## src/sv/cxi_pkg.sv

```systemverilog
// ============================================================================
// cxi_pkg
// Shared widths, register indexes, request types and the remainder step of
// the chunked XOR interleave codec.
// ============================================================================
package cxi_pkg;

  // Offset and chunk widths
  localparam int OFFSET_BITS = 24;
  localparam int CHUNK_BITS  = 17;

  // Width that holds any offset and any tail length without overflow
  localparam int WIDE_W = (OFFSET_BITS > CHUNK_BITS + 1) ? OFFSET_BITS : CHUNK_BITS + 1;

  // Configuration port
  localparam int CFG_ADDR_W = 3;
  localparam int CFG_DATA_W = (OFFSET_BITS > CHUNK_BITS) ? OFFSET_BITS : CHUNK_BITS;

  // Remainder cells, one per offset bit, then the finishing stages
  localparam int NUM_CELLS   = OFFSET_BITS;
  localparam int NUM_FINISH  = 5;

  // Register reset values
  localparam logic [CHUNK_BITS-1:0]  CHUNK_RESET = CHUNK_BITS'(32'd256);
  localparam logic [OFFSET_BITS-1:0] LIMIT_RESET = OFFSET_BITS'(32'd16777215);

  typedef enum logic [CFG_ADDR_W-1:0] {
    CFG_DIRECTION  = 3'd0,
    CFG_FILE_SIZE  = 3'd1,
    CFG_CHUNK_SIZE = 3'd2,
    CFG_BYTE_LIMIT = 3'd3,
    CFG_KEY_START  = 3'd4,
    CFG_KEY_STEP   = 3'd5
  } cfg_idx_e;

  typedef struct packed {
    logic [7:0]             data_byte;
    logic [OFFSET_BITS-1:0] byte_offset;
  } in_req_t;

  typedef struct packed {
    logic [7:0]             result_byte;
    logic [OFFSET_BITS-1:0] dest_offset;
    logic                   was_coded;
    logic                   offset_error;
  } out_rsp_t;

  // Current configuration; chunk holds the effective (nonzero) chunk size
  typedef struct packed {
    logic                   direction;
    logic [OFFSET_BITS-1:0] file_size;
    logic [CHUNK_BITS-1:0]  chunk;
    logic [OFFSET_BITS-1:0] byte_limit;
    logic [7:0]             key_start;
    logic [7:0]             key_step;
  } cfg_t;

  // Request moving down the remainder chain
  typedef struct packed {
    in_req_t                req;
    logic [OFFSET_BITS-1:0] off_sh;
    logic [CHUNK_BITS-1:0]  off_rem;
    logic [OFFSET_BITS-1:0] fs_sh;
    logic [CHUNK_BITS-1:0]  fs_rem;
  } div_t;

  // One restoring division step: shift in a dividend bit, subtract if it fits
  function automatic logic [CHUNK_BITS-1:0] rem_step(input logic [CHUNK_BITS-1:0] rem,
                                                     input logic                  din,
                                                     input logic [CHUNK_BITS-1:0] d);
    logic [CHUNK_BITS:0] t;
    logic [CHUNK_BITS:0] diff;
    t    = {rem, din};
    diff = t - {1'b0, d};
    if (t >= {1'b0, d}) begin
      return diff[CHUNK_BITS-1:0];
    end else begin
      return t[CHUNK_BITS-1:0];
    end
  endfunction

endpackage

```

## src/sv/cxi_div_cell.sv

```systemverilog
// ============================================================================
// cxi_div_cell
// One cell of the remainder chain: advances the offset and file size
// remainders by one dividend bit and hands the request to the next cell.
// ============================================================================
module cxi_div_cell (
  input  logic                           clk_i,
  input  logic                           rst_ni,
  input  logic                           valid_i,
  input  logic                           load_i,
  input  logic [cxi_pkg::CHUNK_BITS-1:0] divisor_i,
  input  cxi_pkg::div_t                  data_i,
  output logic                           valid_o,
  output cxi_pkg::div_t                  data_o
);
  import cxi_pkg::*;

  logic valid_q;
  div_t data_d;
  div_t data_q;

  // Step both remainders with the top bit of each dividend, then shift
  always_comb begin
    data_d         = data_i;
    data_d.off_rem = rem_step(data_i.off_rem, data_i.off_sh[OFFSET_BITS-1], divisor_i);
    data_d.fs_rem  = rem_step(data_i.fs_rem, data_i.fs_sh[OFFSET_BITS-1], divisor_i);
    data_d.off_sh  = data_i.off_sh << 1;
    data_d.fs_sh   = data_i.fs_sh << 1;
  end

  // Advance valid when the next stage can take it
  always_ff @(posedge clk_i or negedge rst_ni) begin
    if (!rst_ni) begin
      valid_q <= 1'b0;
    end else if (load_i) begin
      valid_q <= valid_i;
    end
  end

  // Capture payload
  always_ff @(posedge clk_i) begin
    if (load_i && valid_i) begin
      data_q <= data_d;
    end
  end

  assign valid_o = valid_q;
  assign data_o  = data_q;

endmodule

```

## src/sv/cxi_finish.sv

```systemverilog
// ============================================================================
// cxi_finish
// Finishing stages: coded length, chunk bounds, permuted position and XOR
// key, with the last stage serving as the output register.
// ============================================================================
module cxi_finish (
  input  logic              clk_i,
  input  logic              rst_ni,
  input  cxi_pkg::cfg_t     cfg_i,
  input  logic              in_valid_i,
  output logic              in_ready_o,
  input  cxi_pkg::div_t     in_data_i,
  output logic              out_valid_o,
  input  logic              out_ready_i,
  output cxi_pkg::out_rsp_t out_data_o
);
  import cxi_pkg::*;

  typedef struct packed {
    logic [7:0]             data_byte;
    logic [OFFSET_BITS-1:0] off;
    logic                   err;
    logic [OFFSET_BITS-1:0] start;
    logic [CHUNK_BITS-1:0]  idx;
    logic [CHUNK_BITS:0]    tail;
  } st1_t;

  typedef struct packed {
    logic [7:0]             data_byte;
    logic [OFFSET_BITS-1:0] off;
    logic                   err;
    logic [OFFSET_BITS-1:0] start;
    logic [CHUNK_BITS-1:0]  idx;
    logic [OFFSET_BITS-1:0] coded_len;
  } st2_t;

  typedef struct packed {
    logic [7:0]             data_byte;
    logic [OFFSET_BITS-1:0] off;
    logic                   err;
    logic                   coded;
    logic [OFFSET_BITS-1:0] start;
    logic [CHUNK_BITS-1:0]  idx;
    logic [CHUNK_BITS-1:0]  len;
  } st3_t;

  typedef struct packed {
    logic [7:0]             data_byte;
    logic [OFFSET_BITS-1:0] off;
    logic                   err;
    logic                   coded;
    logic [OFFSET_BITS-1:0] start;
    logic [CHUNK_BITS-1:0]  idx;
    logic [CHUNK_BITS-1:0]  pos;
  } st4_t;

  logic     v1_q, v2_q, v3_q, v4_q, v5_q;
  logic     rdy1, rdy2, rdy3, rdy4, rdy5;
  st1_t     s1_d, s1_q;
  st2_t     s2_d, s2_q;
  st3_t     s3_d, s3_q;
  st4_t     s4_d, s4_q;
  out_rsp_t s5_d, s5_q;

  // Let each stage move when it is empty or the one after it moves
  assign rdy5       = !v5_q || out_ready_i;
  assign rdy4       = !v4_q || rdy5;
  assign rdy3       = !v3_q || rdy4;
  assign rdy2       = !v2_q || rdy3;
  assign rdy1       = !v1_q || rdy2;
  assign in_ready_o = rdy1;

  // Stage 1: range check, chunk start, position in chunk, tail length
  always_comb begin
    logic [CHUNK_BITS-1:0] quarter;
    logic [CHUNK_BITS-1:0] r_kept;
    quarter        = cfg_i.chunk >> 2;
    r_kept         = (in_data_i.fs_rem < quarter) ? in_data_i.fs_rem : '0;
    s1_d.data_byte = in_data_i.req.data_byte;
    s1_d.off       = in_data_i.req.byte_offset;
    s1_d.err       = in_data_i.req.byte_offset >= cfg_i.file_size;
    s1_d.start     = OFFSET_BITS'(WIDE_W'(in_data_i.req.byte_offset)
                                  - WIDE_W'(in_data_i.off_rem));
    s1_d.idx       = in_data_i.off_rem;
    s1_d.tail      = {1'b0, r_kept} + (CHUNK_BITS + 1)'(cfg_i.file_size[0]);
  end

  // Stage 2: coded length, zero when the tail exceeds the file
  always_comb begin
    s2_d.data_byte = s1_q.data_byte;
    s2_d.off       = s1_q.off;
    s2_d.err       = s1_q.err;
    s2_d.start     = s1_q.start;
    s2_d.idx       = s1_q.idx;
    if (WIDE_W'(s1_q.tail) > WIDE_W'(cfg_i.file_size)) begin
      s2_d.coded_len = '0;
    end else begin
      s2_d.coded_len = OFFSET_BITS'(WIDE_W'(cfg_i.file_size) - WIDE_W'(s1_q.tail));
    end
  end

  // Stage 3: decide coding, clip chunk length at the coded end
  always_comb begin
    logic [OFFSET_BITS-1:0] len_full;
    len_full       = s2_q.coded_len - s2_q.start;
    s3_d.data_byte = s2_q.data_byte;
    s3_d.off       = s2_q.off;
    s3_d.err       = s2_q.err;
    s3_d.start     = s2_q.start;
    s3_d.idx       = s2_q.idx;
    s3_d.coded     = !s2_q.err && (s2_q.off < s2_q.coded_len)
                     && (s2_q.start < cfg_i.byte_limit);
    if (WIDE_W'(len_full) > WIDE_W'(cfg_i.chunk)) begin
      s3_d.len = cfg_i.chunk;
    end else begin
      s3_d.len = CHUNK_BITS'(len_full);
    end
  end

  // Stage 4: permuted position inside the chunk
  always_comb begin
    logic [CHUNK_BITS:0]   half_w;
    logic [CHUNK_BITS-1:0] half;
    logic [CHUNK_BITS-1:0] two_i;
    logic [CHUNK_BITS-1:0] two_h;
    logic [CHUNK_BITS-1:0] rev_idx;
    logic [CHUNK_BITS-1:0] pos_dec;
    logic [CHUNK_BITS-1:0] pos_enc;
    half_w  = ({1'b0, s3_q.len} + (CHUNK_BITS + 1)'(1)) >> 1;
    half    = half_w[CHUNK_BITS-1:0];
    two_i   = {s3_q.idx[CHUNK_BITS-2:0], 1'b0};
    two_h   = {half[CHUNK_BITS-2:0], 1'b0};
    rev_idx = s3_q.len - CHUNK_BITS'(1) - s3_q.idx;
    if (s3_q.idx < half) begin
      pos_dec = s3_q.len - CHUNK_BITS'(1) - two_i;
    end else begin
      pos_dec = s3_q.len - CHUNK_BITS'(2) - two_i + two_h;
    end
    pos_enc = rev_idx[0] ? (half + (rev_idx >> 1)) : (rev_idx >> 1);
    s4_d.data_byte = s3_q.data_byte;
    s4_d.off       = s3_q.off;
    s4_d.err       = s3_q.err;
    s4_d.coded     = s3_q.coded;
    s4_d.start     = s3_q.start;
    s4_d.idx       = s3_q.idx;
    s4_d.pos       = cfg_i.direction ? pos_enc : pos_dec;
  end

  // Stage 5: key byte, XOR and destination; pass through when not coded
  always_comb begin
    logic [OFFSET_BITS-1:0] kpos_w;
    logic [OFFSET_BITS-1:0] pos_w;
    logic [7:0]             kidx;
    logic [15:0]            prod;
    logic [7:0]             key;
    kpos_w = OFFSET_BITS'(cfg_i.direction ? s4_q.pos : s4_q.idx);
    pos_w  = OFFSET_BITS'(s4_q.pos);
    kidx   = s4_q.start[7:0] + kpos_w[7:0];
    prod   = 16'(cfg_i.key_step) * 16'(kidx);
    key    = cfg_i.key_start + prod[7:0];
    s5_d.offset_error = s4_q.err;
    s5_d.was_coded    = s4_q.coded;
    if (s4_q.coded) begin
      s5_d.result_byte = s4_q.data_byte ^ key;
      s5_d.dest_offset = s4_q.start + pos_w;
    end else begin
      s5_d.result_byte = s4_q.data_byte;
      s5_d.dest_offset = s4_q.off;
    end
  end

  // Advance stage valids
  always_ff @(posedge clk_i or negedge rst_ni) begin
    if (!rst_ni) begin
      v1_q <= 1'b0;
      v2_q <= 1'b0;
      v3_q <= 1'b0;
      v4_q <= 1'b0;
      v5_q <= 1'b0;
    end else begin
      if (rdy1) v1_q <= in_valid_i;
      if (rdy2) v2_q <= v1_q;
      if (rdy3) v3_q <= v2_q;
      if (rdy4) v4_q <= v3_q;
      if (rdy5) v5_q <= v4_q;
    end
  end

  // Capture stage payloads
  always_ff @(posedge clk_i) begin
    if (rdy1 && in_valid_i) s1_q <= s1_d;
    if (rdy2 && v1_q)       s2_q <= s2_d;
    if (rdy3 && v2_q)       s3_q <= s3_d;
    if (rdy4 && v3_q)       s4_q <= s4_d;
    if (rdy5 && v4_q)       s5_q <= s5_d;
  end

  assign out_valid_o = v5_q;
  assign out_data_o  = s5_q;

endmodule

```

## src/sv/chunked_xor_interleave_codec.sv

```systemverilog
// ============================================================================
// chunked_xor_interleave_codec
// Byte-wise chunked XOR and interleave coder: maps each source byte and its
// offset to the coded byte and the offset where it belongs.
// ============================================================================
// Usage:
//   Configure through cfg_we_i / cfg_addr_i / cfg_wdata_i while no request is
//   in flight. Requests (data byte plus offset) enter on in_valid_i/in_ready_o;
//   results leave on out_valid_o/out_ready_i, one result per request, in order.
//   Each request passes one remainder cell per offset bit, computing offset
//   and file size modulo the chunk size, then five finishing stages for tail,
//   chunk bounds, position and key. Throughput is one request per cycle
//   while the receiver takes results; each stage holds one request.
//   When the receiver stalls, results back up stage by stage; empty stages
//   keep filling, so in_ready_o stays high while any stage has room and drops
//   only when every stage holds a request.
//   Reset clears all stage valids and loads the register defaults: decrypt,
//   file size 0, chunk size 256, no byte limit, key start and step 0.
//   A chunk size of 0 acts as 1. Offsets at or past the file size come back
//   unchanged with offset_error set.
// ============================================================================
module chunked_xor_interleave_codec (
  input  logic                           clk_i,
  input  logic                           rst_ni,
  input  logic                           cfg_we_i,
  input  logic [cxi_pkg::CFG_ADDR_W-1:0] cfg_addr_i,
  input  logic [cxi_pkg::CFG_DATA_W-1:0] cfg_wdata_i,
  input  logic                           in_valid_i,
  output logic                           in_ready_o,
  input  cxi_pkg::in_req_t               in_data_i,
  output logic                           out_valid_o,
  input  logic                           out_ready_i,
  output cxi_pkg::out_rsp_t              out_data_o
);
  import cxi_pkg::*;

  logic                   direction_q;
  logic [OFFSET_BITS-1:0] file_size_q;
  logic [CHUNK_BITS-1:0]  chunk_size_q;
  logic [OFFSET_BITS-1:0] byte_limit_q;
  logic [7:0]             key_start_q;
  logic [7:0]             key_step_q;
  cfg_t                   cfg;

  logic                   cell_valid [NUM_CELLS];
  div_t                   cell_data  [NUM_CELLS];
  logic [NUM_CELLS:0]     cell_rdy;
  div_t                   head;

  // Register writes
  always_ff @(posedge clk_i or negedge rst_ni) begin
    if (!rst_ni) begin
      direction_q  <= 1'b0;
      file_size_q  <= '0;
      chunk_size_q <= CHUNK_RESET;
      byte_limit_q <= LIMIT_RESET;
      key_start_q  <= '0;
      key_step_q   <= '0;
    end else if (cfg_we_i) begin
      unique case (cfg_idx_e'(cfg_addr_i))
        CFG_DIRECTION:  direction_q  <= cfg_wdata_i[0];
        CFG_FILE_SIZE:  file_size_q  <= cfg_wdata_i[OFFSET_BITS-1:0];
        CFG_CHUNK_SIZE: chunk_size_q <= cfg_wdata_i[CHUNK_BITS-1:0];
        CFG_BYTE_LIMIT: byte_limit_q <= cfg_wdata_i[OFFSET_BITS-1:0];
        CFG_KEY_START:  key_start_q  <= cfg_wdata_i[7:0];
        CFG_KEY_STEP:   key_step_q   <= cfg_wdata_i[7:0];
        default: ;
      endcase
    end
  end

  // Bundle configuration; treat a zero chunk size as one
  always_comb begin
    cfg.direction  = direction_q;
    cfg.file_size  = file_size_q;
    cfg.chunk      = (chunk_size_q == '0) ? CHUNK_BITS'(1) : chunk_size_q;
    cfg.byte_limit = byte_limit_q;
    cfg.key_start  = key_start_q;
    cfg.key_step   = key_step_q;
  end

  // Seed the chain with both dividends and zero remainders
  always_comb begin
    head.req     = in_data_i;
    head.off_sh  = in_data_i.byte_offset;
    head.off_rem = '0;
    head.fs_sh   = file_size_q;
    head.fs_rem  = '0;
  end

  // Let a cell move when it is empty or its successor moves
  for (genvar k = 0; k < NUM_CELLS; k++) begin : g_rdy
    assign cell_rdy[k] = !cell_valid[k] || cell_rdy[k+1];
  end
  assign in_ready_o = cell_rdy[0];

  // Remainder chain
  for (genvar k = 0; k < NUM_CELLS; k++) begin : g_cell
    if (k == 0) begin : g_first
      cxi_div_cell u_cell (
        .clk_i     (clk_i),
        .rst_ni    (rst_ni),
        .valid_i   (in_valid_i),
        .load_i    (cell_rdy[k]),
        .divisor_i (cfg.chunk),
        .data_i    (head),
        .valid_o   (cell_valid[k]),
        .data_o    (cell_data[k])
      );
    end else begin : g_next
      cxi_div_cell u_cell (
        .clk_i     (clk_i),
        .rst_ni    (rst_ni),
        .valid_i   (cell_valid[k-1]),
        .load_i    (cell_rdy[k]),
        .divisor_i (cfg.chunk),
        .data_i    (cell_data[k-1]),
        .valid_o   (cell_valid[k]),
        .data_o    (cell_data[k])
      );
    end
  end

  // Finishing stages and output register
  cxi_finish u_finish (
    .clk_i       (clk_i),
    .rst_ni      (rst_ni),
    .cfg_i       (cfg),
    .in_valid_i  (cell_valid[NUM_CELLS-1]),
    .in_ready_o  (cell_rdy[NUM_CELLS]),
    .in_data_i   (cell_data[NUM_CELLS-1]),
    .out_valid_o (out_valid_o),
    .out_ready_i (out_ready_i),
    .out_data_o  (out_data_o)
  );

endmodule

```

## config.mk

```make
export PLATFORM = sky130hd
export DESIGN_NAME = chunked_xor_interleave_codec
export DESIGN_NICKNAME = d
export VERILOG_FILES = /design/src/sv/cxi_pkg.sv /design/src/sv/cxi_div_cell.sv /design/src/sv/cxi_finish.sv /design/src/sv/chunked_xor_interleave_codec.sv
export SDC_FILE = /design/constraint.sdc
export NUM_CORES = 2
export LEC_CHECK = 0
export BUFFER_PORTS_ARGS = -buffer_cell sky130_fd_sc_hd__buf_2
export CAP_MARGIN = 30
export CORE_ASPECT_RATIO = 0.75
export CORE_MARGIN = 8
export CORE_UTILIZATION = 45
export CTS_CLUSTER_DIAMETER = 200
export DETAILED_ROUTE_END_ITERATION = 7
export PLACE_DENSITY = 0.7
export RECOVER_POWER = 100
export SYNTH_ARGS = -nofsm -noshare
export SYNTH_HDL_FRONTEND = slang
export SYNTH_SLANG_ARGS = --single-unit
```

## constraint.sdc

```tcl
create_clock -name clk_i -period 15.6 [get_ports clk_i]
set_clock_uncertainty 0.1 [all_clocks]
set_input_delay 1.56 -clock clk_i [delete_from_list [all_inputs] [get_ports clk_i]]
set_output_delay 1.56 -clock clk_i [all_outputs]
set_load 0.02 [all_outputs]
```

==> key figures <==
Timing
  • Max-slew violations: 2722
  • Hold WS: 0.285 ns
  • Fin. Hold Viols: 0
  • Sum of negative setup slack: 0 ns
  • Tcrit/Tclk final: 71.9%
  • Fmax: 89.2 MHz
  • Worst slew pin tran: 4.12 ns
  • Slew Limit Headroom: -175%
  • Final-report setup violation count: 0
  • Period minus WS final: 11.22 ns
  • RSZ-0062 raised after global routing: no

Run
  • Max_cap viols: 66

Worst hold path
  • Hold crit path type: register to register
  • HP Start: g_cell[18].g_next.u_cell.data_o[111]

Detailed routing
  • Wire per inst: 22.1 µm
  • First-pass DRT Iterations: 6
  • Via count: 84300
  • Antenna-violating nets left: 0
  • First-iteration detailed-routing DRC count: 8166
  • Vias per cell: 5.77
  • Final wirelength: 324000 µm
  • DRC viols: 0

Setup path
  • CP Capture Type: register
  • FF-to-FF Start: chunk_size_q[1]
  • Critical path type: register to register
  • Worst R2R Setup Slack: 4.38 ns
  • CP arrival: 11.60 ns
  • CP Launch Type: register
  • Crit Path Max Fanout: 31
  • Worst Path Required: 15.99 ns
  • CP startpoint: chunk_size_q[1]
  • Reg2reg end: u_finish.s3_q[0]
  • R2R depth: 14
  • CP Capture Point: u_finish.s3_q[0]

Clock network
  • CTS tree: yes
  • CTS max path bufs: 4
  • Post-CTS Resized: 0
  • Reg clk slew, reported paths: 0.07 ns
  • Setup Fix Bufs, Post-CTS: 0
  • Root Driver: clkbuf_16
  • Worst skew pair latency: 0.91 ns
  • H-tree depth: 4
  • Total CTS buffers: 229
  • Hold_buf cts: 0
  • # clock sinks: 2370

Synthesis
  • YS warnings: 0
  • Avg Cell Area, Syn: 12.3 µm²
  • #FFs+latches synth: 2370
  • Post-synth EDFFs: 2259
  • Synth Instances: 10400
  • Count of cell types in the netlist: 88
  • Seq/Total Area, Yosys: 55.1%
  • Mapped cell area: 0.128 mm²
  • Post-synth top flop: edfxtp_1
  • Post-synth ARST share: 4.68%

Floorplanning
  • I/O pin total: 100
  • Die height: 478 µm
  • DIE WIDTH: 632 µm
  • Die ar.: 0.302 mm²
  • Core region area: 0.283 mm²
  • Placement Rows: 169
  • Starting Density: 45.3%

Global routing
  • First-pass GRT wire length: 490000 µm
  • Gr usage total: 20.6%
  • Largest net degree at the start of global routing: 69
  • Vias in the first global route: 81800
  • Initial antenna violation count: 19
  • Gr ovfl total: 0

Finish
  • Share of post-route cells with drive strength above 1: 9.32%
  • NumNets Final: 11900
  • Area Overhead vs Synth: 9.82%
  • Layout Cells excl Fill: 14600
  • Fillers: 23900

Placement
  • DPL Wire Length: 229000 µm
  • Placer Congestion: 0.920
  • Post-placement cell count: 14200
  • Number of buffers added on ports: 99

Power
  • Pwr Total: 35.8 mW
  • Pwr/cell area: 255 mW/mm²
  • Leakage Power: 53.9 nW
  • VDD IR max: 205 µV

Outcome
  • Failing checks: max-capacitance violations, max-slew violations
  • Status: finished, violations left
## area by class of cell
class	instances	area, µm²	area share [%]
diodes	5	12.5	0.00889
repair buffers	208	997	0.708
inverters	540	2050	1.45
clock buffers	283	6010	4.27
well taps	3762	4710	3.34
clock inverters	130	1440	1.02
flip-flops and latches	2370	70600	50.2
multi-input cells	7325	55000	39.0
## cell usage in the layout, fill, tap and decap left out, types with 232 or more instances in the layout
cell and n:
a21oi_1 683, ha_1 1084, mux2_2 440, inv_1 521
nand2_1 657, o21ai_0 551, clkbuf_16 232, xnor2_1 515
nor2_1 632, xor2_1 250, nor3_1 242, edfxtp_1 2259
## worst max-delay path, cell delays in order (launching register included)
cell and delay (ns):
dfrtp_1 1.35, clkinvlp_2 2.37, nand3_1 0.67, nor2_1 0.12, nor2_1 0.20, clkinvlp_2 1.39
ha_1 0.97, nand4_1 0.10, nor3_1 0.25, a21oi_1 0.11, o31a_1 0.11, nand2_1 0.15
nand4_1 0.13, nor3_1 2.14, mux2i_1 0.60
## sequential cells by signal (all words and copies together), names as in the netlist
| signal | flops |
|---|---|
| g_cell.g_next.u_cell.data_o | 1771 |
| u_finish.s2_q | 98 |
| u_finish.s1_q | 92 |
| u_finish.s3_q | 92 |
| g_cell.g_first.u_cell.data_o | 89 |
| u_finish.s4_q | 83 |
| u_finish.out_data_o | 34 |
| byte_limit_q | 24 |
| file_size_q | 24 |
| g_cell.g_next.u_cell.valid_o | 23 |
| chunk_size_q | 17 |
| key_start_q | 8 |
| key_step_q | 8 |
| direction_q | 1 |
| g_cell.g_first.u_cell.valid_o | 1 |
| u_finish.out_valid_o | 1 |
| u_finish.v1_q | 1 |
| u_finish.v2_q | 1 |
| u_finish.v3_q | 1 |
| u_finish.v4_q | 1 |
## per-stage QoR
stage	setup slack (ns)	area (µm²)	utilization (%)
6_report	4.38	141000	49.7
5_1_grt	3.96	141000	49.7
4_1_cts	8.13	141000	49.9
3_5_place_dp	8.20	134000	47.3
3_3_place_gp	8.37	134000	47.3
2_1_floorplan	6.87	128000	-
## per-layer routing
layer  part of all wire [%]  track usage (%)  vias up
met5                  0.014                0        -
met4                    2.7             5.31        6
met3                    7.7             3.35      544
met2                     43             31.6     3001
met1                     46             30.5    41200
li1                       -                -    39600
## cells in the mapped netlist (all sizes together) (13+ instances only)
| cell | n | area, µm² |
|---|---|---|
| a311o | 13 | 130 |
| nor4 | 85 | 538 |
| clkbuf | 116 | 435 |
| and4 | 16 | 140 |
| fa | 94 | 1880 |
| nand2b | 183 | 1140 |
| mux2 | 482 | 5430 |
| o31ai | 41 | 308 |
| o31a | 20 | 175 |
| a2111oi | 30 | 264 |
| ha | 1084 | 13600 |
| a211oi | 52 | 390 |
| nand3 | 157 | 786 |
| nor2b | 176 | 1100 |
| nor3 | 243 | 1230 |
| o311ai | 19 | 166 |
| a21boi | 75 | 563 |
| xor2 | 250 | 2190 |
| nor2 | 633 | 2380 |
| o211ai | 23 | 173 |
| a221oi | 18 | 158 |
| nand2 | 657 | 2470 |
| a211o | 25 | 219 |
| inv | 538 | 2020 |
| o21a | 111 | 833 |
| o41ai | 23 | 201 |
| a21oi | 685 | 3430 |
| o21bai | 51 | 383 |
| edfxtp | 2259 | 67800 |
| and2 | 65 | 407 |
| a31o | 40 | 350 |
| or2 | 55 | 344 |
| xnor2 | 515 | 4510 |
| or3 | 72 | 450 |
| and3 | 60 | 375 |
| a21o | 230 | 1730 |
| nand3b | 23 | 173 |
| o21ai | 558 | 2810 |
| nand4 | 177 | 1110 |
| dfrtp | 86 | 2150 |
| dfstp | 25 | 657 |
| buf | 43 | 195 |
| a31oi | 87 | 551 |
| mux2i | 72 | 721 |
## worst min path at each step
stage	cells after the start	slack [ns]	endpoint
3_5_place_dp	0	0.30	g_cell[10].g_next.u_cell.data_o[107]
5_1_grt	0	0.29	g_cell[23].g_next.u_cell.data_o[84]
6_report	0	0.29	g_cell[19].g_next.u_cell.data_o[111]
2_1_floorplan	0	0.30	g_cell[10].g_next.u_cell.data_o[100]
4_1_cts	0	0.28	g_cell[23].g_next.u_cell.data_o[84]
3_3_place_gp	0	0.30	g_cell[4].g_next.u_cell.data_o[100]
## cells by family after synthesis
family	Yosys count	synth area share, %
AND/OR/NAND/NOR	2649	10.2
flip-flops	2370	55.1
AO/OA/AOI/OAI	2175	10.6
adder cells (fa/ha/maj)	1178	12.0
XOR/XNOR	767	5.26
buffers and inverters	699	2.07
multiplexers	554	4.80
other	1	0.00292
## where the power goes
group	internal (mW)	total, mW	switching (mW)
clock network	3.16	5.63	2.47
registers	10.0	11.4	1.32
logic	8.41	18.9	10.5
No activity file was read; power rests on OpenSTA's default activity.
